--- config.mk ---
export PLATFORM = sky130hd
export DESIGN_NAME = mlqs_opq
export DESIGN_NICKNAME = d
export VERILOG_FILES = /design/src/mlqs_pkg.sv /design/src/mlqs_opq.sv
export SDC_FILE = /design/constraint.sdc
export NUM_CORES = 1
export LEC_CHECK = 0
export BUFFER_PORTS_ARGS = -buffer_cell sky130_fd_sc_hd__buf_2
export CAP_MARGIN = 30
export CORE_ASPECT_RATIO = 1.4
export CORE_MARGIN = 1.5
export CORE_UTILIZATION = 45
export CTS_CLUSTER_DIAMETER = 120
export DETAILED_ROUTE_END_ITERATION = 12
export PLACE_DENSITY = 0.76
export SLEW_MARGIN = 0
export SYNTH_ARGS = -nofsm -noshare
export SYNTH_HDL_FRONTEND = slang
export SYNTH_SLANG_ARGS = --single-unit
export TNS_END_PERCENT = 30
--- constraint.sdc ---
create_clock -name clk -period 4 [get_ports clk]
set_input_delay 0.6 -clock clk [delete_from_list [all_inputs] [get_ports clk]]
set_output_delay 0.6 -clock clk [all_outputs]
set_load 0.005 [all_outputs]
--- src/mlqs_pkg.sv ---
// Shared types and constants of the multilevel queue slot scheduler.
// Depends on nothing; the files that use it refer to it by scoped names.
package mlqs_pkg;

    localparam int NUM_QUEUES_DEF  = 11;
    localparam int QUEUE_DEPTH_DEF = 16;
    localparam int SLOT_DEPTH_DEF  = 128;

    localparam int QN_W   = 4;
    localparam int ID_W   = 16;
    localparam int QT_W   = 10;
    localparam int SIDX_W = 7;
    localparam int SC_W   = 8;

    localparam logic [SC_W-1:0] SLOT_COUNT_RST = 8'd100;

    typedef enum logic [1:0] {
        CMD_LOAD = 2'd0,
        CMD_ENQ  = 2'd1,
        CMD_TICK = 2'd2,
        CMD_BAD  = 2'd3
    } cmd_t;

    typedef enum logic [1:0] {
        ST_OK   = 2'd0,
        ST_DROP = 2'd1,
        ST_IDLE = 2'd2,
        ST_BAD  = 2'd3
    } status_t;

    typedef enum logic [1:0] {
        OP_REPORT = 2'd0,
        OP_ENQ    = 2'd1,
        OP_TICK   = 2'd2
    } op_kind_t;

    // One classified command handed from the front end to the back end.
    typedef struct packed {
        op_kind_t          kind;
        status_t           status;
        logic [QN_W-1:0]   queue;
        logic [ID_W-1:0]   id;
        logic [QT_W-1:0]   quanta;
    } op_t;

endpackage

--- src/mlqs_opq.sv ---
// Two-entry queue of classified commands between the front and back ends.
// Depends on mlqs_pkg.
module mlqs_opq (
    input  logic          clk,
    input  logic          rst_n,
    input  logic          push,
    input  mlqs_pkg::op_t din,
    input  logic          pop,
    output mlqs_pkg::op_t dout,
    output logic          empty
);

    mlqs_pkg::op_t ent_reg [2];
    logic          wr_reg, rd_reg;
    logic [1:0]    cnt_reg;

    always_ff @(posedge clk)
    begin
        if (push)
        begin
            ent_reg[wr_reg] <= din;
        end
    end

    always_ff @(posedge clk or negedge rst_n)
    begin
        if (!rst_n)
        begin
            wr_reg  <= 1'b0;
            rd_reg  <= 1'b0;
            cnt_reg <= '0;
        end
        else
        begin
            if (push)
            begin
                wr_reg <= ~wr_reg;
            end
            if (pop)
            begin
                rd_reg <= ~rd_reg;
            end
            cnt_reg <= cnt_reg + 2'(push) - 2'(pop);
        end
    end

    assign dout  = ent_reg[rd_reg];
    assign empty = (cnt_reg == '0);

endmodule

==> impl_results.md, run 1 <==
* Reg2reg path depth at 2
* Setup ws final at 1830 ps
* CTS tree: built
* Post-detail-place hpwl at 2.71 mm
* Instance area at placement at 0.00321 mm2
* Final setup fails at 0
* Pin count of the biggest net entering global routing at 35
* Post-route fraction of the period consumed by the critical path at 0.543
* Remaining DRCs at 0
* Final hold slack at 68.6 ps
* Routed via count at 1344
* Worst reg2reg endpoint: ent_reg[1][30]
* FMAX at 0.460 GHz
* Largest driver fanout on the critical path at 30
* Effective utilization at floorplan at 0.470
* Crit path DAT at 1570 ps
* Global placement routability congestion at 0.717
* Leakage Power at 1.38 nW
* Pre-CTS setup slack at 1870 ps
* Number of placement rows at 33
* Number of nets in the layout at 242
* Layout Utilization at 0.567
* Measured slew at the worst slew-check pin at 762 ps
* Rel. slew slack at 0.492
* Routed wire length on met2 at 2.26 mm
* # port buffers at 72
* Post-Route M1 WL at 1.40 mm
* Outcome: finished, final reports clean
* Final wirelength at 4.04 mm
* Synthesis Warnings at 0
* Area growth syn-to-layout at 20.6%
* Count of pins over their slew limit at 0
* Detailed-routed wire length on met3 at 257 um
* Clk Tree Root Cell: sky130_fd_sc_hd__clkbuf_8
* Synth Net Count at 160
* Number of flip-flops under the largest register name at 68
* Sum of negative setup slack at 0 ps
* First-pass GRT wire length at 6.02 mm
* Drt pass-1 iters at 4
* Diode insertion count for antenna repair at 0
* Vias per std cell at 4.89
* Post-route cell area at 0.00337 mm2
* Final critical path time including I/O delays and setup at 2170 ps
* FF-to-FF Start: wr_reg
* Clock network latency to the later pin of the worst-skew pair at 320 ps
* Total power draw at 2.19 mW
* Sequence of cells on the critical path: buf_12, mux2_2, buf_2
* Antenna violation net count after detailed routing at 0
* Post CTS Setup Buffer Count at 0
* Total standard cell area after synthesis at 0.00280 mm2
* Worst min path class: input pin to asynchronous set/reset pin
* Number of hold violations in the final report at 0
* RSZ-0062 raised after global routing: false
* Non-filler instance count after layout at 275
* Core area at 0.00595 mm2
* Initial antenna violation count at 0
* Number of design-rule violations left by the first detailed-router iteration at 87
* Type of the worst setup path: register to primary output
* Share of final-layout standard cells stronger than drive strength 1 at 0.590
* Max-cap viol count at 0
* Deepest clock path buffer count at 2
* Power Dens Cells at 648 mW/mm2
* Cell count after synthesis at 120
* Number of global-route vias before repair at 1354
* Sink count of the clock tree at 72
* Number of buffers inserted during clock tree synthesis at 9
* Data required time at the worst endpoint at 3400 ps
* Number of library cell types mapped by synthesis at 13
* Clock transition time at the flip-flop clock pins of the worst setup and hold paths at 60 ps
* Area of the die at 0.00670 mm2
* Clock Skew at 2.53 ps
* Longest individual stage delay on the worst path at 470 ps
* Flop and latch count out of synthesis at 72
* Startpoint kind of the worst setup timing path: register
* Top routing layer in use: met4
* Total I/O pin count at 73
* Number of cells upsized or downsized after cts at 0
* Post-Syn Area per Cell at 23.3 um2
* Post-cts hold buffer count at 0
* Master of the slowest instance on the critical path: sky130_fd_sc_hd__dfrtp_2
* Peak VDD IR at 0.000470 V
* Drt wl/cell at 14.7 um
* Total routing resource utilization after global routing at 0.124
* Clock H-tree levels at 3
* Die Wd at 69.6 um
* Final global-route overflow total at 0
* Sequential cell area fraction in the yosys report at 0.766
* Endpoint kind of the worst setup timing path: primary output
* Die boundary height at 96.3 um
* Setup slack of the worst register-to-register path at 2200 ps
* Placed Cells incl. Taps at 260
cell families (layout without fill, tap and decap cells):
family / Yosys count / after routing / share of synthesized area
flops: 72 / 72 / 0.766
simple gates: 3 / 3 / 0.00582
xor+xnor: 3 / 3 / 0.0148
fa+ha+maj: 2 / 2 / 0.00895
buf+inv: 6 / 91 / 0.0282
mux: 34 / 34 / 0.176
synthesized netlist by cell type:
cell,number,area [um2]
sky130_fd_sc_hd__edfxtp_1,68,2040
sky130_fd_sc_hd__nor2b_1,1,6.26
sky130_fd_sc_hd__mux2_2,5,56.3
sky130_fd_sc_hd__ha_1,2,25.0
sky130_fd_sc_hd__xor3_1,1,23.8
sky130_fd_sc_hd__and2_1,1,6.26
sky130_fd_sc_hd__buf_12,3,60.1
sky130_fd_sc_hd__buf_6,1,11.3
sky130_fd_sc_hd__xor2_1,2,17.5
sky130_fd_sc_hd__mux2_4,29,435
sky130_fd_sc_hd__inv_1,2,7.51
sky130_fd_sc_hd__nor2_1,1,3.75
sky130_fd_sc_hd__dfrtp_1,4,100
worst max path at each step:
stage	startpoint	to	slack [ps]
floorplan	push	ent_reg[0][0]	1440
global placement	rd_reg	dout[33]	1770
detailed placement	push	ent_reg[1][14]	1870
CTS	rd_reg	dout[33]	1790
global route	rd_reg	dout[33]	1750
finish	rd_reg	dout[33]	1830
layout make-up:
type	instances	area, um2
clock buffers	12	135
inverters	2	7.51
clock inverters	2	8.76
multi-input cells	42	582
repair buffers	75	408
flip-flops and latches	72	2140
fillers	473	2570
well taps	70	87.6
critical path, delay by kind of cell, from the launching register on:
kind / cells / cell delay (ps)
multiplexers: 1 / 370
buffers and inverters: 2 / 390
flip-flops: 1 / 470
cell usage in the layout (no fill, tap or decap):
cell,instances
sky130_fd_sc_hd__buf_4,1
sky130_fd_sc_hd__clkinv_1,1
sky130_fd_sc_hd__buf_12,2
sky130_fd_sc_hd__nor2_1,1
sky130_fd_sc_hd__mux2_4,29
sky130_fd_sc_hd__clkinv_2,1
sky130_fd_sc_hd__inv_1,2
sky130_fd_sc_hd__ha_1,2
sky130_fd_sc_hd__xor2_1,2
sky130_fd_sc_hd__and2_1,1
sky130_fd_sc_hd__nor2b_4,1
sky130_fd_sc_hd__buf_2,72
sky130_fd_sc_hd__mux2_2,5
sky130_fd_sc_hd__dfrtp_1,3
sky130_fd_sc_hd__xor3_1,1
sky130_fd_sc_hd__edfxtp_1,68
sky130_fd_sc_hd__clkbuf_1,3
sky130_fd_sc_hd__clkbuf_8,9
sky130_fd_sc_hd__dfrtp_2,1
routing by layer:
metal	vias to the layer above	GRT usage
li1	627	-
met1	664	0.116
met2	44	0.221
met3	9	0.0471
met4	0	0.0881
met5	-	0
report_power, final:
part	internal [mW]	total [mW]	switching, mW
Sequential	1.01	1.06	0.0560
Combinational	0.403	0.692	0.289
Clock	0.215	0.432	0.216
Total	1.62	2.19	0.562
No activity file was read; power rests on OpenSTA's default activity.
==> run 2: changes to the inputs <==
clock period = 2.3 ns   (was 4 ns; I/O delays follow)
==> impl_results.md, run 2 (synthesis gave the netlist of run 1 again) <==
* Diode insertion count for antenna repair at 0 (unchanged)
* Number of hold violations in the final report at 0 (unchanged)
* Post-route cell area at 0.00347 mm2 (+2.8%)
* Sum of negative setup slack at 0 ps (unchanged)
* Total I/O pin count at 73 (unchanged)
* Layout Utilization at 0.583 (+0.0158)
* Max-cap viol count at 0 (unchanged)
* Post CTS Setup Buffer Count at 0 (unchanged)
* Count of pins over their slew limit at 0 (unchanged)
* Sink count of the clock tree at 72 (unchanged)
* Post-cts hold buffer count at 1 (+1)
* Worst min path class: input pin to register
* Final critical path time including I/O delays and setup at 2040 ps
* RSZ-0062 raised after global routing: false
* Drt pass-1 iters at 4 (unchanged)
* Deepest clock path buffer count at 2 (unchanged)
* Vias per std cell at 4.69 (-4.0%)
* Final wirelength at 4.13 mm (+2.4%)
* Effective utilization at floorplan at 0.470 (unchanged)
* Post-detail-place hpwl at 2.89 mm (+6.7%)
* Rel. slew slack at 0.710 (+0.218)
* Pin count of the biggest net entering global routing at 23 (-34%)
* Share of final-layout standard cells stronger than drive strength 1 at 0.617 (+0.0270)
* Clock H-tree levels at 3 (unchanged)
* Peak VDD IR at 0.000757 V (+61%)
* Final setup fails at 0 (unchanged)
* Antenna violation net count after detailed routing at 0 (unchanged)
* First-pass GRT wire length at 6.07 mm (+0.81%)
* Number of design-rule violations left by the first detailed-router iteration at 66 (-24%)
* Type of the worst setup path: register to primary output
* Total routing resource utilization after global routing at 0.128 (+0.00398)
* Crit path DAT at 1690 ps (+120 ps)
* Drt wl/cell at 14.8 um (+0.88%)
* Die boundary height at 96.3 um (unchanged)
* Number of buffers inserted during clock tree synthesis at 9 (unchanged)
* Outcome: finished, final reports clean
* Largest driver fanout on the critical path at 21 (-30%)
* Number of cells upsized or downsized after cts at 0 (unchanged)
* Clk Tree Root Cell: sky130_fd_sc_hd__clkbuf_8
* FMAX at 0.491 GHz
* Commonest cells after routing, fill and taps aside: sky130_fd_sc_hd__buf_2, sky130_fd_sc_hd__edfxtp_1, sky130_fd_sc_hd__mux2_4
* FF/Latch Area at 0.00214 mm2 (unchanged)
* Final global-route overflow total at 0 (unchanged)
* Fillers at 466 (-1.5%)
* Post-route fraction of the period consumed by the critical path at 0.885
* Clock network latency to the later pin of the worst-skew pair at 340 ps (+20 ps)
* Routed via count at 1309 (-2.6%)
* Startpoint kind of the worst setup timing path: register
* Number of placement rows at 33 (unchanged)
* Global placement routability congestion at 0.628 (-13%)
* Data required time at the worst endpoint at 1960 ps (-1440 ps)
* Endpoint kind of the worst setup timing path: primary output
* Number of global-route vias before repair at 1280 (-5.5%)
* Leakage Power at 1.43 nW (+3.3%)
* CTS tree: built
* # port buffers at 72 (unchanged)
* Initial antenna violation count at 0 (unchanged)
* Leading cell type in the layout, fill and taps excluded: sky130_fd_sc_hd__buf_2
* Core area at 0.00595 mm2 (unchanged)
* Power Dens Cells at 1190 mW/mm2 (+83%)
* Clock Skew at 8.59 ps (+6.05 ps)
* Remaining DRCs at 0 (unchanged)
* Multi-input logic area at 583 um2 (+0.22%)
* Area growth syn-to-layout at 24.0%
* Measured slew at the worst slew-check pin at 435 ps (-327 ps)
* Number of flip-flops under the largest register name at 68 (unchanged)
* Die Wd at 69.6 um (unchanged)
* Clock transition time at the flip-flop clock pins of the worst setup and hold paths at 80 ps (+20 ps)
* Number of nets in the layout at 244 (+0.83%)
* Area of the die at 0.00670 mm2 (unchanged)
* Instance area at placement at 0.00324 mm2 (+0.90%)
run 2: final timing paths:
check,cells past startpoint,end,slack [ps],from
setup / recovery,3,dout[30],260,rd_reg
hold / removal,1,ent_reg[0][22],190,din[22]
setup reg to reg,2,ent_reg[0][27],960,wr_reg
hold reg to reg,1,wr_reg,540,wr_reg
max in group asynchronous,2,rd_reg,1800,rst_n
min in group asynchronous,2,cnt_reg[1],360,rst_n
run 2: stage by stage:
stage	cells	hold WS, ps	worst slack [ps]	power [mW]
floorplan	120	49.4	585	2.76
global placement	262	155	598	3.09
detailed placement	262	159	587	3.11
CTS	279	167	202	4.18
global route	279	170	187	4.32
finish	279	189	264	4.11
run 2: per-layer routing:
metal / global-route usage / share of wire
met4: 0.0817 / 0.026
met3: 0.0450 / 0.049
met2: 0.224 / 0.54
met5: 0 / 0
met1: 0.131 / 0.38
run 2: area by class of cell:
cell class                      count  area share
Tap cell                           70      0.0253
Clock buffer                        9      0.0357
Clock inverter                      7      0.0274
Timing Repair Buffer               77       0.123
Inverter                            2     0.00217
Multi-Input combinational cell     42       0.168
Sequential cell                    72       0.618
run 2: critical path, stage by stage, from the launching register on:
cell and delay [ps]:
sky130_fd_sc_hd__dfrtp_2 640, sky130_fd_sc_hd__buf_12 260, sky130_fd_sc_hd__mux2_4 320, sky130_fd_sc_hd__buf_2 130
run 2: where the power goes:
part	leakage, nW	internal (mW)	switching (mW)
Combinational	0.637	0.710	0.452
Clock	0.110	0.612	0.449
Sequential	0.684	1.75	0.139
==> run 3: changes to the inputs <==
CORE_UTILIZATION = 52   (was 45)
PLACE_DENSITY = 0.85   (was 0.76)
clock period = 2.1 ns   (was 2.3 ns; I/O delays follow)
==> impl_results.md, run 3 (synthesis gave the netlist of run 1 again) <==
* Outcome: finished, final reports clean
* Number of design-rule violations left by the first detailed-router iteration at 57 (-14%)
* Share of final-layout standard cells stronger than drive strength 1 at 0.610 (-0.00770)
* First-pass GRT wire length at 6.34 mm (+4.6%)
* Clk network pwr share at 0.208 (-0.050)
* Setup slack of the worst register-to-register path at 620 ps (-340 ps)
* Clock transition time at the flip-flop clock pins of the worst setup and hold paths at 70 ps (about the same)
* Routed via count at 1333 (+1.8%)
* Sequence of cells on the critical path: buf_4, mux2_2, buf_2
* Area growth syn-to-layout at 21.6%
* Placed Cells incl. Taps at 259 (-1.1%)
* Crit path DAT at 1570 ps (-120 ps)
* Antenna violation net count after detailed routing at 0 (unchanged)
* Final wirelength at 4.08 mm (-1.3%)
* Peak VDD IR at 0.000788 V (+4.1%)
* Top routing layer in use: met4
* Post-Route M1 WL at 1.63 mm (+3.4%)
* Power Dens Cells at 1240 mW/mm2 (+4.3%)
* Number of flip-flops under the largest register name at 68 (unchanged)
* Number of nets in the layout at 245 (+0.41%)
* Initial antenna violation count at 0 (unchanged)
* Number of cells upsized or downsized after cts at 0 (unchanged)
* Measured slew at the worst slew-check pin at 451 ps (+15.2 ps)
* Total I/O pin count at 73 (unchanged)
* Clock network latency to the later pin of the worst-skew pair at 330 ps (about the same)
* Fillers at 362 (-22%)
* Sequential group share of total power at 0.476 (+0.017)
* Startpoint kind of the worst setup timing path: register
* Pin count of the biggest net entering global routing at 24 (+4.3%)
* Type of the worst setup path: register to primary output
* Routed wire length on met2 at 2.04 mm (-9.0%)
* Number of global-route vias before repair at 1382 (+8.0%)
* Post-detail-place hpwl at 2.91 mm (+0.74%)
* Diode insertion count for antenna repair at 0 (unchanged)
* Global placement routability congestion at 0.653 (+4.0%)
* Post-route fraction of the period consumed by the critical path at 0.896
* Sink count of the clock tree at 72 (unchanged)
* Non-filler instance count after layout at 276 (-1.1%)
* Largest driver fanout on the critical path at 23 (+9.5%)
* Clk Tree Root Cell: sky130_fd_sc_hd__clkbuf_8
* RSZ-0062 raised after global routing: false
* Switching power total at 1.11 mW (+6.6%)
* Remaining DRCs at 0 (unchanged)
* Longest individual stage delay on the worst path at 390 ps (-250 ps)
* Post-cts hold buffer count at 1 (unchanged)
* Multi-input logic area at 582 um2 (-0.21%)
* Core area at 0.00516 mm2 (-13%)
* Area of the die at 0.00583 mm2 (-13%)
* Drt pass-1 iters at 4 (unchanged)
* Sum of negative setup slack at 0 ps (unchanged)
* Final global-route overflow total at 0 (unchanged)
* FF/Latch Area at 0.00214 mm2 (unchanged)
* Detailed-routed wire length on met3 at 310 um (+53%)
* Worst min path class: input pin to register
* Count of pins over their slew limit at 0 (unchanged)
* Commonest cells after routing, fill and taps aside: sky130_fd_sc_hd__buf_2, sky130_fd_sc_hd__edfxtp_1, sky130_fd_sc_hd__mux2_4
* Final setup fails at 0 (unchanged)
* Endpoint kind of the worst setup timing path: primary output
* Data required time at the worst endpoint at 1780 ps (-180 ps)
* Number of buffers inserted during clock tree synthesis at 9 (unchanged)
* Number of hold violations in the final report at 0 (unchanged)
* Rel. slew slack at 0.700 (-0.0102)
* Drt wl/cell at 14.8 um (-0.23%)
* Part of the power in combinational logic at 0.316 (+0.033)
* Vias per std cell at 4.83 (+2.9%)
* Final critical path time including I/O delays and setup at 1880 ps
* # port buffers at 72 (unchanged)
* Deepest clock path buffer count at 2 (unchanged)
* CTS tree: built
* Leakage Power at 1.40 nW (-1.9%)
* Max-cap viol count at 0 (unchanged)
* Die Wd at 65.0 um (-6.7%)
* FMAX at 0.531 GHz
* Number of placement rows at 31 (-6.1%)
* Clock H-tree levels at 3 (unchanged)
* Total routing resource utilization after global routing at 0.154 (+0.0264)
* Switching power as a share of total power at 0.264 (+0.0108)
* Post CTS Setup Buffer Count at 0 (unchanged)
* Internal power at 3.09 mW (+0.81%)
* Die boundary height at 89.8 um (-6.8%)
* Master of the slowest instance on the critical path: sky130_fd_sc_hd__mux2_2
* Leading cell type in the layout, fill and taps excluded: sky130_fd_sc_hd__buf_2
* Effective utilization at floorplan at 0.542 (+0.0717)
* Layout Utilization at 0.659 (+0.0758)
* Clock Skew at 3.89 ps (-4.70 ps)
-- run 3: cell count changes in the layout (fill, tap and decap cells not counted), sizes merged --
cell	previous run	this run
buf	76	77
bufinv	2	0
clkinv	3	5
clkinvlp	1	2
inv	3	2
-- run 3: critical path: cells and delay by family, from the launching register on --
family	cells	cell delay [ps]
mux	1	390
flops	1	360
buf+inv	2	480
-- run 3: through the flow --
step                total power [mW]  cell area, um2  hold WS, ps  worst slack [ps]
finish                          4.20            3400          165               217
global route                    4.43            3400          147               140
CTS                             4.27            3400          148               170
detailed placement              3.39            3230          127               543
global placement                3.34            3230          124               595
floorplan                       3.02            2800         19.4               385
-- run 3: path summary, 6_finish.rpt --
| check | start | endpoint | cells after the start |
|---|---|---|---|
| worst min register to register | wr_reg | wr_reg | 1 |
| worst max register to register | wr_reg | ent_reg[1][8] | 2 |
| max in group asynchronous | rst_n | rd_reg | 2 |
| min in group asynchronous | rst_n | cnt_reg[1] | 2 |
| worst max-delay path | rd_reg | dout[0] | 3 |
| worst min-delay path | din[23] | ent_reg[0][23] | 1 |
-- run 3: layer usage --
| layer | vias to the layer above | GRT usage |
|---|---|---|
| met2 | 59 | 0.248 |
| met1 | 629 | 0.174 |
| met4 | 0 | 0.106 |
| met5 | - | 0 |
| li1 | 636 | - |
| met3 | 9 | 0.0426 |
-- run 3: layout make-up --
class | count | share of cell area
Inverter | 2 | 0.00221
Tap cell | 66 | 0.0243
Multi-Input combinational cell | 42 | 0.171
Timing Repair Buffer | 78 | 0.124
Sequential cell | 72 | 0.631
Clock inverter | 7 | 0.0114
Clock buffer | 9 | 0.0365
-- run 3: power groups by stage --
stage,Sequential [mW],Clock (mW),Combinational (mW)
after floorplan,2.01,0,1.01
after global placement,2.02,0,1.33
after detailed placement,2.04,0,1.35
after CTS,2.00,0.905,1.36
after global routing,2.03,0.961,1.44
final,2.00,0.875,1.33
