[config.mk]
export PLATFORM = sky130hd
export DESIGN_NAME = mlqs_front
export DESIGN_NICKNAME = d
export VERILOG_FILES = /design/src/mlqs_pkg.sv /design/src/mlqs_ram.sv /design/src/mlqs_front.sv
export SDC_FILE = /design/constraint.sdc
export NUM_CORES = 1
export LEC_CHECK = 0
export BUFFER_PORTS_ARGS = -buffer_cell sky130_fd_sc_hd__buf_4
export CAP_MARGIN = 20
export CORE_UTILIZATION = 55
export DETAILED_ROUTE_END_ITERATION = 16
export PLACE_DENSITY = 0.8
export SYNTH_ARGS = -nofsm -noshare
export SYNTH_HDL_FRONTEND = slang
export SYNTH_HIERARCHICAL = 1
export SYNTH_SLANG_ARGS = --single-unit
[constraint.sdc]
create_clock -name clk -period 4 [get_ports clk]
set_input_delay 0.4 -clock clk [delete_from_list [all_inputs] [get_ports clk]]
set_output_delay 0.4 -clock clk [all_outputs]
set_load 0.02 [all_outputs]
[src/mlqs_pkg.sv]
// Shared types and constants of the multilevel queue slot scheduler.
// Depends on nothing; the files that use it refer to it by scoped names.
package mlqs_pkg;

    localparam int NUM_QUEUES_DEF  = 11;
    localparam int QUEUE_DEPTH_DEF = 16;
    localparam int SLOT_DEPTH_DEF  = 128;

    localparam int QN_W   = 4;
    localparam int ID_W   = 16;
    localparam int QT_W   = 10;
    localparam int SIDX_W = 7;
    localparam int SC_W   = 8;

    localparam logic [SC_W-1:0] SLOT_COUNT_RST = 8'd100;

    typedef enum logic [1:0] {
        CMD_LOAD = 2'd0,
        CMD_ENQ  = 2'd1,
        CMD_TICK = 2'd2,
        CMD_BAD  = 2'd3
    } cmd_t;

    typedef enum logic [1:0] {
        ST_OK   = 2'd0,
        ST_DROP = 2'd1,
        ST_IDLE = 2'd2,
        ST_BAD  = 2'd3
    } status_t;

    typedef enum logic [1:0] {
        OP_REPORT = 2'd0,
        OP_ENQ    = 2'd1,
        OP_TICK   = 2'd2
    } op_kind_t;

    // One classified command handed from the front end to the back end.
    typedef struct packed {
        op_kind_t          kind;
        status_t           status;
        logic [QN_W-1:0]   queue;
        logic [ID_W-1:0]   id;
        logic [QT_W-1:0]   quanta;
    } op_t;

endpackage

[src/mlqs_ram.sv]
// Generic single-write, single-read RAM with a registered read port.
// Depends on nothing.
module mlqs_ram #(
    parameter int WIDTH = 8,
    parameter int DEPTH = 16,
    localparam int AW = (DEPTH > 1) ? $clog2(DEPTH) : 1
) (
    input  logic             clk,
    input  logic             we,
    input  logic [AW-1:0]    waddr,
    input  logic [WIDTH-1:0] wdata,
    input  logic [AW-1:0]    raddr,
    output logic [WIDTH-1:0] rdata
);

    logic [WIDTH-1:0] mem_reg [DEPTH];
    logic [WIDTH-1:0] rdata_reg;

    always_ff @(posedge clk)
    begin
        if (we)
        begin
            mem_reg[waddr] <= wdata;
        end
        rdata_reg <= mem_reg[raddr];
    end

    assign rdata = rdata_reg;

endmodule

[src/mlqs_front.sv]
// Front end: accepts commands, checks them, owns the slot table and slot pointer.
// Depends on mlqs_pkg and mlqs_ram.
module mlqs_front #(
    parameter int NUM_QUEUES = mlqs_pkg::NUM_QUEUES_DEF,
    parameter int SLOT_DEPTH = mlqs_pkg::SLOT_DEPTH_DEF
) (
    input  logic                        clk,
    input  logic                        rst_n,
    input  logic                        accept,
    input  logic [1:0]                  cmd,
    input  logic [mlqs_pkg::SIDX_W-1:0] slot_index,
    input  logic [mlqs_pkg::QN_W-1:0]   queue_number,
    input  logic [mlqs_pkg::ID_W-1:0]   task_id,
    input  logic [mlqs_pkg::QT_W-1:0]   run_quanta,
    input  logic [mlqs_pkg::SC_W-1:0]   slot_count,
    output logic                        op_push,
    output mlqs_pkg::op_t               op_data
);

    localparam int SW = $clog2(SLOT_DEPTH);
    localparam int CW = (SW + 1 > mlqs_pkg::SC_W) ? SW + 1 : mlqs_pkg::SC_W;

    typedef enum logic {F_IDLE, F_READ} fstate_t;

    fstate_t                 state_reg, state_next;
    logic [SW-1:0]           ptr_reg, ptr_next;
    logic [SLOT_DEPTH-1:0]   valid_reg, valid_next;
    logic                    rdvld_reg, rdvld_next;

    logic [CW-1:0]           cnt;
    logic [SW-1:0]           ptr_use;
    logic [CW-1:0]           ptr_inc;
    logic [SW-1:0]           slot_addr;
    logic                    idx_ok, qn_ok, load_we;
    logic [mlqs_pkg::QN_W-1:0] slot_rdata;

    always_comb
    begin
        cnt = CW'(slot_count);
        if (cnt == '0)
        begin
            cnt = CW'(1);
        end
        if (int'(cnt) > SLOT_DEPTH)
        begin
            cnt = CW'(SLOT_DEPTH);
        end
    end

    // A pointer left beyond a lowered count restarts at slot zero.
    assign ptr_use   = (CW'(ptr_reg) >= cnt) ? '0 : ptr_reg;
    assign ptr_inc   = CW'(ptr_use) + CW'(1);
    assign slot_addr = SW'(slot_index);
    assign idx_ok    = int'(slot_index) < SLOT_DEPTH;
    assign qn_ok     = int'(queue_number) < NUM_QUEUES;
    assign load_we   = accept && (cmd == mlqs_pkg::CMD_LOAD) && idx_ok && qn_ok;

    mlqs_ram #(
        .WIDTH (mlqs_pkg::QN_W),
        .DEPTH (SLOT_DEPTH)
    ) u_slot_ram (
        .clk   (clk),
        .we    (load_we),
        .waddr (slot_addr),
        .wdata (queue_number),
        .raddr (ptr_use),
        .rdata (slot_rdata)
    );

    always_comb
    begin
        state_next     = state_reg;
        ptr_next       = ptr_reg;
        valid_next     = valid_reg;
        rdvld_next     = rdvld_reg;
        op_push        = 1'b0;
        op_data.kind   = mlqs_pkg::OP_REPORT;
        op_data.status = mlqs_pkg::ST_OK;
        op_data.queue  = queue_number;
        op_data.id     = task_id;
        op_data.quanta = (run_quanta == '0) ? mlqs_pkg::QT_W'(1) : run_quanta;
        if (load_we)
        begin
            valid_next[slot_addr] = 1'b1;
        end
        unique case (state_reg)
            F_IDLE:
            begin
                if (accept)
                begin
                    unique case (cmd)
                        mlqs_pkg::CMD_LOAD:
                        begin
                            op_push        = 1'b1;
                            op_data.status = (idx_ok && qn_ok) ? mlqs_pkg::ST_OK
                                                               : mlqs_pkg::ST_BAD;
                        end
                        mlqs_pkg::CMD_ENQ:
                        begin
                            op_push = 1'b1;
                            if (qn_ok)
                            begin
                                op_data.kind = mlqs_pkg::OP_ENQ;
                            end
                            else
                            begin
                                op_data.status = mlqs_pkg::ST_BAD;
                            end
                        end
                        mlqs_pkg::CMD_TICK:
                        begin
                            state_next = F_READ;
                            rdvld_next = valid_reg[ptr_use];
                            ptr_next   = (ptr_inc >= cnt) ? '0 : ptr_inc[SW-1:0];
                        end
                        default:
                        begin
                            op_push        = 1'b1;
                            op_data.status = mlqs_pkg::ST_BAD;
                        end
                    endcase
                end
            end
            F_READ:
            begin
                // Slot read data is back; a never-loaded slot names queue zero.
                op_push      = 1'b1;
                op_data.kind = mlqs_pkg::OP_TICK;
                op_data.queue = rdvld_reg ? slot_rdata : '0;
                state_next   = F_IDLE;
            end
            default:
            begin
                state_next = F_IDLE;
            end
        endcase
    end

    always_ff @(posedge clk or negedge rst_n)
    begin
        if (!rst_n)
        begin
            state_reg <= F_IDLE;
            ptr_reg   <= '0;
            valid_reg <= '0;
            rdvld_reg <= 1'b0;
        end
        else
        begin
            state_reg <= state_next;
            ptr_reg   <= ptr_next;
            valid_reg <= valid_next;
            rdvld_reg <= rdvld_next;
        end
    end

endmodule

==> reports/summary.txt, run 1 <==
Dominant combinational cell family by area after synthesis: multiplexers
Portion of the clock cycle consumed by the worst path in the final layout: 0.973
Synthesized flop and latch total: 653
Proportion of layout cells with a drive suffix above 1: 0.269
Share of synthesized cell area in and, or, nand and nor gates: 0.0534
Number of inserted diodes: 0
IO buf count: 52
Largest stage delay on the critical path: 0.57 ns
Number of vias in the routed layout: 15500
Worst setup SP type: flop
Die Area: 50200 um^2
Critical path, cell by cell: ha_1, nor2b_4, o211a_4, o31ai_4, nand2_4, clkinv_8, buf_16, mux4_2, mux4_2, mux4_2, mux2_2
Adder-cell share of the synthesized area: 0.00738
Max-slew violation count: 0
Die height: 224 um
Maximum fanout encountered on the critical timing path: 22
Slew at the pin closest to its max-slew limit: 0.965 ns
Antenna violations before repair: 0
Worst setup path class: reg2reg
GRT Util Overall: 0.273
Top FF cell, synth: edfxtp_1
Placed insts: 2229
Area share of the largest cell type after synthesis: 0.567
Run status: finished, final reports clean
Buffering stage count on the worst path with inverters included: 2
Ratio of routed vias to standard cells: 6.60
Die extent in x: 224 um
Clock transition at path regs: 0.06 ns
Final Wtd Congestion: 0.874
Power density of the placed cells: 588 nW/um^2
Final setup skew: 0.0202 ns
Yosys warnings: 6
Routed Antenna Nets: 0
Overflow left after global routing: 0
Number of buffers inserted to repair setup after CTS: 0
DRC marker count from the first detailed-route iteration: 1915
Routed wire length per instance: 28.3 um
Netlist Area Pre-Place: 27100 um^2
Multiplexer share of the synthesized area: 0.160
Site row count: 81
Hold violation count in the final report: 0
Relative area change from synthesis to final layout: 13.8%
Maximum clock frequency: 257 MHz
Worst ir drop on vdd: 0.000377 V
Post-synth net total: 1606
Max H-tree Level: 3
Hold Worst Slack: 0.349 ns
Tmin final: 3.89 ns
Kind of end point of the critical path: flop
CP top delay family: multiplexers
Maximum buffer depth of the clock tree: 3
Required time at the endpoint of the critical path: 4.50 ns
TritonCTS buffer count: 68
Number of flops mapped to enable cells by yosys: 512
Mapped Cells: 1540
Clock root buffer master: clkbuf_16
First-pass GRT wire length: 100000 um
Biggest area consumer among synthesized cells: edfxtp_1
Cell types with the largest area share after synthesis: edfxtp_1, mux4_2, dfrtp_1
Initial Utilization: 0.556
Critical path data arrival time: 4.39 ns
Share of the yosys chip area belonging to registers: 0.696
Post-synthesis average cell area: 17.6 um^2
DRC Markers: 0
Clock insertion delay at the later pin of the skew report: 0.61 ns
Post-synthesis compound-gate area fraction: 0.0596
Hold WC Path Type: in2async
Final net count: 1704
Vias in the first global route: 15800
Number of standard cells in the layout, taps in and fillers out: 2354
CORE AREA: 48700 um^2
Xor and xnor fraction of the mapped netlist area: 0.00161
Detailed Routing Iterations Pass 1: 5
Normalized max-slew margin: 0.357
# setup viols final: 0
Leak Pwr: 10.8 nW
Crit-path most repeated cell: mux4_2
Clk sink count: 653
Unique cell type count in the Yosys netlist: 71
Setup repair after global routing missed its margin: false
Total Routed Length: 66600 um
Number of max-cap violations: 0
Largest register FFs: 512
Post-DP HPWL: 40900 um
Post-synthesis async set-or-reset flop share: 0.210
CTS tree: yes
Number of ports placed on the die boundary: 85
Maximum number of pins on one net before global-route repair: 118
Critical-path top delay cell: mux4_2
per-layer routing:
layer  GRT usage  wire [um]
met1       0.375      24600
met4       0.112       2670
met2       0.430      32100
met5           0          0
met3      0.0594       7240
power by group:
part / internal [mW] / total (mW) / switching (mW)
sequential: 7.42 / 7.50 / 0.0712
combinational: 2.23 / 4.54 / 2.31
clock: 3.52 / 6.13 / 2.61
total: 13.2 / 18.2 / 4.99
layout by cell type, fill, tap and decap left out, types with 8 or more instances in the layout:
cell type / count
a21o_1: 36
a21oi_1: 12
and3_1: 8
buf_12: 10
buf_4: 116
clkbuf_16: 69
clkinv_1: 12
clkinv_2: 20
dfrtp_1: 136
edfxtp_1: 512
ha_1: 16
inv_1: 13
mux2_2: 8
mux2i_1: 19
mux4_2: 179
nand2_1: 54
nand3_1: 29
nor2_1: 146
nor2b_1: 13
nor3_1: 22
o21ai_0: 24
o21bai_1: 95
cell usage after synthesis (3+ instances only):
master    instances
o21ai_0          24
and3_1            8
nor3_1           22
xnor2_1           3
a21o_1           36
buf_2            17
a221oi_1          6
nor4_1            4
a22o_1            6
nor2_1          147
nand2_1          54
o21bai_1         95
nand4_1           5
a311oi_1          3
buf_1             9
nand3_1          30
inv_1            14
mux2_2            8
dfxtp_1           4
nor2b_1          13
mux2i_1          19
clkinv_1          4
a21oi_1          12
and2_1            5
mux4_2          179
a211oi_1          6
buf_4            23
o31ai_1           3
clkbuf_1         57
nand2b_1          5
ha_1             16
edfxtp_1        512
o22ai_1           4
dfrtp_1         137
cells by family after synthesis:
family | count (synthesis)
muxes | 208
DFF | 653
AOI/OAI and AO/OA | 217
adders and majority gates | 16
xor gates and xnor gates | 5
and+or+nand+nor | 314
buffers and inverters | 127
per-stage QoR:
stage                     utilization  TNS [ns]  cell area (um^2)  total power, mW  worst slack [ns]
after floorplan                     -   -0.0810             27400             10.9           -0.0202
after global placement          0.587     -2.93             28600             11.9            -0.418
after detailed placement        0.587     -2.82             28600             12.0            -0.415
after CTS                       0.632         0             30800             18.1            0.0534
after global routing            0.633         0             30900             18.7            0.0408
final                           0.633         0             30900             18.2             0.108
worst paths after layout:
check,endpoint,slack (ns),depth (start not counted),from
setup / recovery,u_slot_ram/rdata[0],0.11,11,ptr_reg[1]
hold / removal,valid_reg[88],0.35,2,rst_n
setup reg to reg,u_slot_ram/rdata[0],0.11,11,ptr_reg[1]
hold reg to reg,valid_reg[73],0.45,2,valid_reg[73]
max in group asynchronous,valid_reg[45],2.95,3,rst_n
min in group clk,u_slot_ram/mem_reg[21][0],0.40,2,queue_number[0]
layout make-up:
class | count | area, um^2
inverters | 20 | 91.3
repair buffers | 135 | 1240
fillers | 3260 | 17900
multi-input cells | 760 | 7670
clock buffers | 77 | 1770
well taps | 664 | 831
clock inverters | 45 | 392
flip-flops and latches | 653 | 18900
what timing repair did:
item / CTS / global route
endpoints found under the hold margin: 1 / 0
hold buffers: 1 / 0
gates resized for setup: 0 / 8
endpoints found under the setup margin: 0 / 4
Note: power is estimated with default switching activity, not from simulation.
==> run 2, diff against run 1 <==
- BUFFER_PORTS_ARGS: -buffer_cell sky130_fd_sc_hd__buf_4 -> -buffer_cell sky130_fd_sc_hd__buf_2
==> run 2 against run 1 <==
Hold slack better by 0.052 ns. Clock skew is 0.0050 ns lower. Cell count is 1.3% higher. Count of clock-buffer cells in the layout is 10 higher. Die area stayed put. The flow now finishes with violations (negative setup slack). Register-to-register slack worse by 0.14 ns. Critical path depth is 5 higher. Clock power is 1% lower. Setup slack worse by 0.14 ns.
==> reports/summary.txt, run 2 (synthesized netlist as in run 1, its figures left out) <==
Worst setup path class: in2reg
Overflow left after global routing: 0
Setup slack on the worst flop-to-flop path: -0.03 ns
Number of inserted diodes: 0
Site row count: 81
Worst ir drop on vdd: 0.000419 V
Die extent in x: 224 um
GRT Util Overall: 0.276
Ratio of routed vias to standard cells: 6.64
Die Area: 50200 um^2
IO buf count: 52
Register-to-Register Path Depth: 12
Max H-tree Level: 3
Hold WC Path Type: in2reg
Capture point of the critical path: u_slot_ram/rdata[2]
Antenna violations before repair: 1
Vias in the first global route: 15800
Violated checks: negative setup slack
Reg2Reg Capture Point: u_slot_ram/rdata[2]
Number of ports placed on the die boundary: 85
Post-layout worst setup margin: -0.0297 ns
CTS tree: yes
Routed Antenna Nets: 0
Max-slew violation count: 0
Launching element of the worst setup path: slot_count[4]
First-pass GRT wire length: 101000 um
Critical path data arrival time: 4.51 ns
Clk sink count: 653
Total Routed Length: 70400 um
Number of fill cells in the layout: 3169
Power density of the placed cells: 599 nW/um^2
# setup viols final: 1
Clock transition at path regs: 0.07 ns
Largest register FFs: 512
Setup_tns: -0.0297 ns
Final Wtd Congestion: 0.925
Run status: complete, but fails checks
Hold violation count in the final report: 0
Maximum number of pins on one net before global-route repair: 96
Relative area change from synthesis to final layout: 15.6%
Normalized max-slew margin: 0.326
Maximum buffer depth of the clock tree: 3
Die height: 224 um
DRC marker count from the first detailed-route iteration: 2154
Final setup skew: 0.0152 ns
DRC Markers: 0
Clock insertion delay at the later pin of the skew report: 0.60 ns
Initial Utilization: 0.556
Most common cell after layout, fill and taps aside: edfxtp_1
Number of max-cap violations: 0
Portion of the clock cycle consumed by the worst path in the final layout: 1.01
Required time at the endpoint of the critical path: 4.48 ns
Slew at the pin closest to its max-slew limit: 1.01 ns
Kind of end point of the critical path: flop
Final net count: 1741
Proportion of layout cells with a drive suffix above 1: 0.284
Tmin final: 4.03 ns
Worst setup SP type: input pin
Post-DP HPWL: 41400 um
Commonest cells after routing, fill and taps aside: edfxtp_1, mux4_2, nor2_1
Clock root buffer master: clkbuf_16
Routed wire length per instance: 29.5 um
Maximum clock frequency: 248 MHz
Number of vias in the routed layout: 15800
Leak Pwr: 11.0 nW
Reg-to-Reg Start: ptr_reg[1]
Detailed Routing Iterations Pass 1: 6
CORE AREA: 48700 um^2
Setup repair after global routing missed its margin: true
TritonCTS buffer count: 67
Post-route total power: 18.8 mW
Maximum fanout encountered on the critical timing path: 8
## run 2: cell count changes in the layout (fill, tap and decap cells not counted), moves of 5 or more
| cell | before | now |
|---|---|---|
| buf_2 | 0 | 45 |
| clkbuf_16 | 69 | 77 |
| buf_4 | 116 | 91 |
| clkinv_2 | 20 | 10 |
| clkbuf_1 | 6 | 16 |
| buf_16 | 3 | 8 |
## run 2: layout make-up
type / count / area, um^2 / area share
Clock buffer: 87 / 1810 / 0.0579
Multi-Input combinational cell: 760 / 7770 / 0.248
Timing Repair Buffer: 172 / 1660 / 0.0530
Timing Repair inverter: 1 / 16.3 / 0.000519
Inverter: 20 / 101 / 0.00323
Tap cell: 664 / 831 / 0.0265
Clock inverter: 28 / 278 / 0.00886
Sequential cell: 653 / 18900 / 0.602
## run 2: how the worst min path moves through the flow
stage               cells past startpoint  slack, ns                         end       startpoint
CTS                                     2       0.38  u_slot_ram/mem_reg[104][2]  queue_number[2]
global route                            2       0.41  u_slot_ram/mem_reg[108][2]  queue_number[2]
global placement                        2       0.43               valid_reg[73]    valid_reg[73]
floorplan                               0       0.10                  ptr_reg[0]            rst_n
detailed placement                      2       0.44               valid_reg[73]    valid_reg[73]
finish                                  2       0.40  u_slot_ram/mem_reg[108][2]  queue_number[2]
## run 2: power by group
part           internal [mW]  switching (mW)
combinational           2.67            2.56
clock                   3.47            2.57
sequential              7.42          0.0679
total                   13.6            5.20
## run 2: timing repair
| item | 4_1_cts | 5_1_grt |
|---|---|---|
| setup buffers | 2 | 16 |
| pin swaps | 1 | 7 |
| gates cloned | 1 | 9 |
| endpoints found under the hold margin | 79 | 0 |
| hold buffers | 1 | 0 |
| gates resized for setup | 4 | 40 |
| endpoints found under the setup margin | 2 | 11 |
## run 2: worst max-delay path, cell delays in order
cell	delay (ns)
buf_8	0.10
nor4_4	0.27
a21oi_2	0.09
nor2_2	0.21
ha_4	0.25
a31oi_4	0.19
nor2b_4	0.07
o31ai_4	0.36
nand2_4	0.15
inv_12	0.10
buf_16	0.17
clkbuf_16	0.19
mux4_2	0.54
mux4_2	0.54
mux4_2	0.57
mux2_4	0.29
## run 2: through the flow
stage	hold WS, ns	util	cell area (um^2)	worst slack [ns]	instances
floorplan	0.104	-	27400	-0.0202	1540
global placement	0.430	0.587	28600	-0.484	2242
detailed placement	0.438	0.587	28600	-0.558	2242
CTS	0.376	0.632	30800	-0.00225	2361
global route	0.412	0.643	31400	-0.0906	2385
finish	0.402	0.643	31400	-0.0297	2385
## run 2: per-layer routing
metal / wire length, um / vias up / GRT usage / part of all wire
li1: - / 6351 / - / -
met1: 25300 / 8174 / 0.366 / 0.36
met2: 35300 / 1106 / 0.445 / 0.50
met3: 7060 / 202 / 0.0597 / 0.10
met4: 2730 / 2 / 0.118 / 0.039
met5: 13 / - / 0 / 0.00018
==> run 3, diff against run 2 <==
- PLACE_DENSITY: 0.8 -> default
- PLACE_DENSITY_LB_ADDON: default -> 0.25
==> run 3 against run 2 <==
The run now ends clean. Count of clock-buffer cells in the layout grew 1. Cell count shrank 1.4%. Register-to-register slack gained 0.10 ns. Critical path type is now reg2reg.
==> reports/summary.txt, run 3 (synthesized netlist as in run 1, its figures left out) <==
Reg2Reg Capture Point: u_slot_ram/rdata[1]
CORE AREA: 48700 um^2
Capture point of the critical path: u_slot_ram/rdata[1]
Maximum fanout encountered on the critical timing path: 17
Power density of the placed cells: 596 nW/um^2
Maximum buffer depth of the clock tree: 3
Critical path, cell by cell: ha_1, nor2b_4, o211a_4, o31ai_4, buf_4, nand3_2, inv_4, buf_4, buf_12, mux4_2, mux4_2, mux4_2, mux2_2
Maximum number of pins on one net before global-route repair: 103
DRC marker count from the first detailed-route iteration: 1689
Setup_tns: 0 ns
Proportion of layout cells with a drive suffix above 1: 0.264
Ratio of routed vias to standard cells: 6.37
Clock insertion delay at the later pin of the skew report: 0.60 ns
Portion of the clock cycle consumed by the worst path in the final layout: 0.982
CTS tree: yes
Die extent in x: 224 um
Number of ports placed on the die boundary: 85
Final setup skew: 0.0238 ns
Vias in the first global route: 15500
Number of buffers inserted to repair setup after CTS: 0
DRC Markers: 0
Setup slack on the worst flop-to-flop path: 0.07 ns
Most common cell after layout, fill and taps aside: edfxtp_1
Register-to-Register Path Depth: 13
Worst setup SP type: flop
Critical path data arrival time: 4.42 ns
Number of max-cap violations: 0
Number of vias in the routed layout: 15000
Leak Pwr: 10.8 nW
Run status: finished, final reports clean
CP top delay family: multiplexers
IO buf count: 52
GRT Util Overall: 0.268
Antenna violations before repair: 0
Reg-to-Reg Start: ptr_reg[1]
Normalized max-slew margin: 0.261
Maximum clock frequency: 255 MHz
Clock root buffer master: clkbuf_16
Final net count: 1700
Hold violation count in the final report: 0
Max-slew violation count: 0
Largest stage delay on the critical path: 0.54 ns
Final Wtd Congestion: 0.892
Detailed Routing Iterations Pass 1: 7
Routed wire length per instance: 27.4 um
Clock transition at path regs: 0.06 ns
Worst setup path class: reg2reg
Slew at the pin closest to its max-slew limit: 1.11 ns
# setup viols final: 0
Max H-tree Level: 3
Instance count along the most critical hold path: 1
First-pass GRT wire length: 98600 um
Relative area change from synthesis to final layout: 13.4%
Startpoint of the most critical hold path: queue_number[2]
Kind of end point of the critical path: flop
Critical-path top delay cell: mux4_2
Hold WC Path Type: in2reg
Clk sink count: 653
Required time at the endpoint of the critical path: 4.49 ns
Buffering stage count on the worst path with inverters included: 4
Commonest cells after routing, fill and taps aside: edfxtp_1, mux4_2, nor2_1
Largest register FFs: 512
Total Routed Length: 64500 um
Worst ir drop on vdd: 0.000378 V
TritonCTS buffer count: 68
Util after Layout: 0.631
Crit-path most repeated cell: mux4_2
Worst setup slack after placement: -0.525 ns
Initial Utilization: 0.556
Launching element of the worst setup path: ptr_reg[1]
Die Area: 50200 um^2
Routed Antenna Nets: 0
Number of standard cells in the layout, taps in and fillers out: 2351
Post-layout worst setup margin: 0.0713 ns
Placed insts: 2227
Setup repair after global routing missed its margin: false
Logic depth of the worst path, buffers included: 13
Tmin final: 3.93 ns
Site row count: 81
Die height: 224 um
Hold Worst Slack: 0.0185 ns
Overflow left after global routing: 0
Post-DP HPWL: 40700 um
## run 3: changes by cell type in the layout (fill, tap and decap cells not counted), sizes merged
cell,before,now
clkbuf,96,88
buf,162,130
bufinv,4,8
diode,0,1
inv,18,19
## run 3: layer usage
metal	up-vias	GRT usage	part of all wire
met5	-	0	0
met4	0	0.0919	0.032
li1	6287	-	-
met3	134	0.0484	0.069
met2	707	0.439	0.50
met1	7846	0.367	0.40
## run 3: metrics by stage
| stage | total power, mW | cell area, um^2 |
|---|---|---|
| 3_5_place_dp | 12.1 | 28500 |
| 6_report | 18.3 | 30800 |
| 3_3_place_gp | 12.0 | 28500 |
| 2_1_floorplan | 10.9 | 27400 |
| 4_1_cts | 18.4 | 30800 |
| 5_1_grt | 18.9 | 30800 |
## run 3: worst min-delay path by stage
| stage | end | slack (ns) |
|---|---|---|
| final | u_slot_ram/mem_reg[18][2] | 0.02 |
| after global routing | u_slot_ram/mem_reg[18][2] | 0.0007 |
| after CTS | u_slot_ram/mem_reg[18][2] | 0.001 |
| after detailed placement | valid_reg[73] | 0.44 |
| after global placement | valid_reg[73] | 0.43 |
| after floorplan | ptr_reg[0] | 0.10 |
## run 3: final cells by class
class,count,area [um^2]
Sequential cell,653,18900
Fill cell,3326,18000
Multi-Input combinational cell,760,7670
Clock buffer,88,1860
Timing Repair Buffer,131,1030
Tap cell,664,831
Clock inverter,34,394
Inverter,20,91.3
Antenna cell,1,2.50
## run 3: timing repair
| action | CTS | global route |
|---|---|---|
| hold buffers | 1 | 0 |
| setup endpoints to repair | 1 | 8 |
| pin swaps | 0 | 0 |
| endpoints found under the hold margin | 100 | 0 |
| gates resized for setup | 1 | 3 |
## run 3: power breakdown
group,switching (mW),internal [mW],leakage (nW)
registers,0.0597,7.42,6.50
logic,2.28,2.19,3.18
clock network,2.58,3.81,1.10
## run 3: worst register-to-register path, cell delays in order, from the launching register on
cell     delay [ns]
dfrtp_1        0.39
ha_1           0.32
nor2b_4        0.13
o211a_4        0.23
o31ai_4        0.27
buf_4          0.18
nand3_2        0.10
inv_4          0.13
buf_4          0.16
buf_12         0.17
mux4_2         0.38
mux4_2         0.54
mux4_2         0.53
mux2_2         0.28
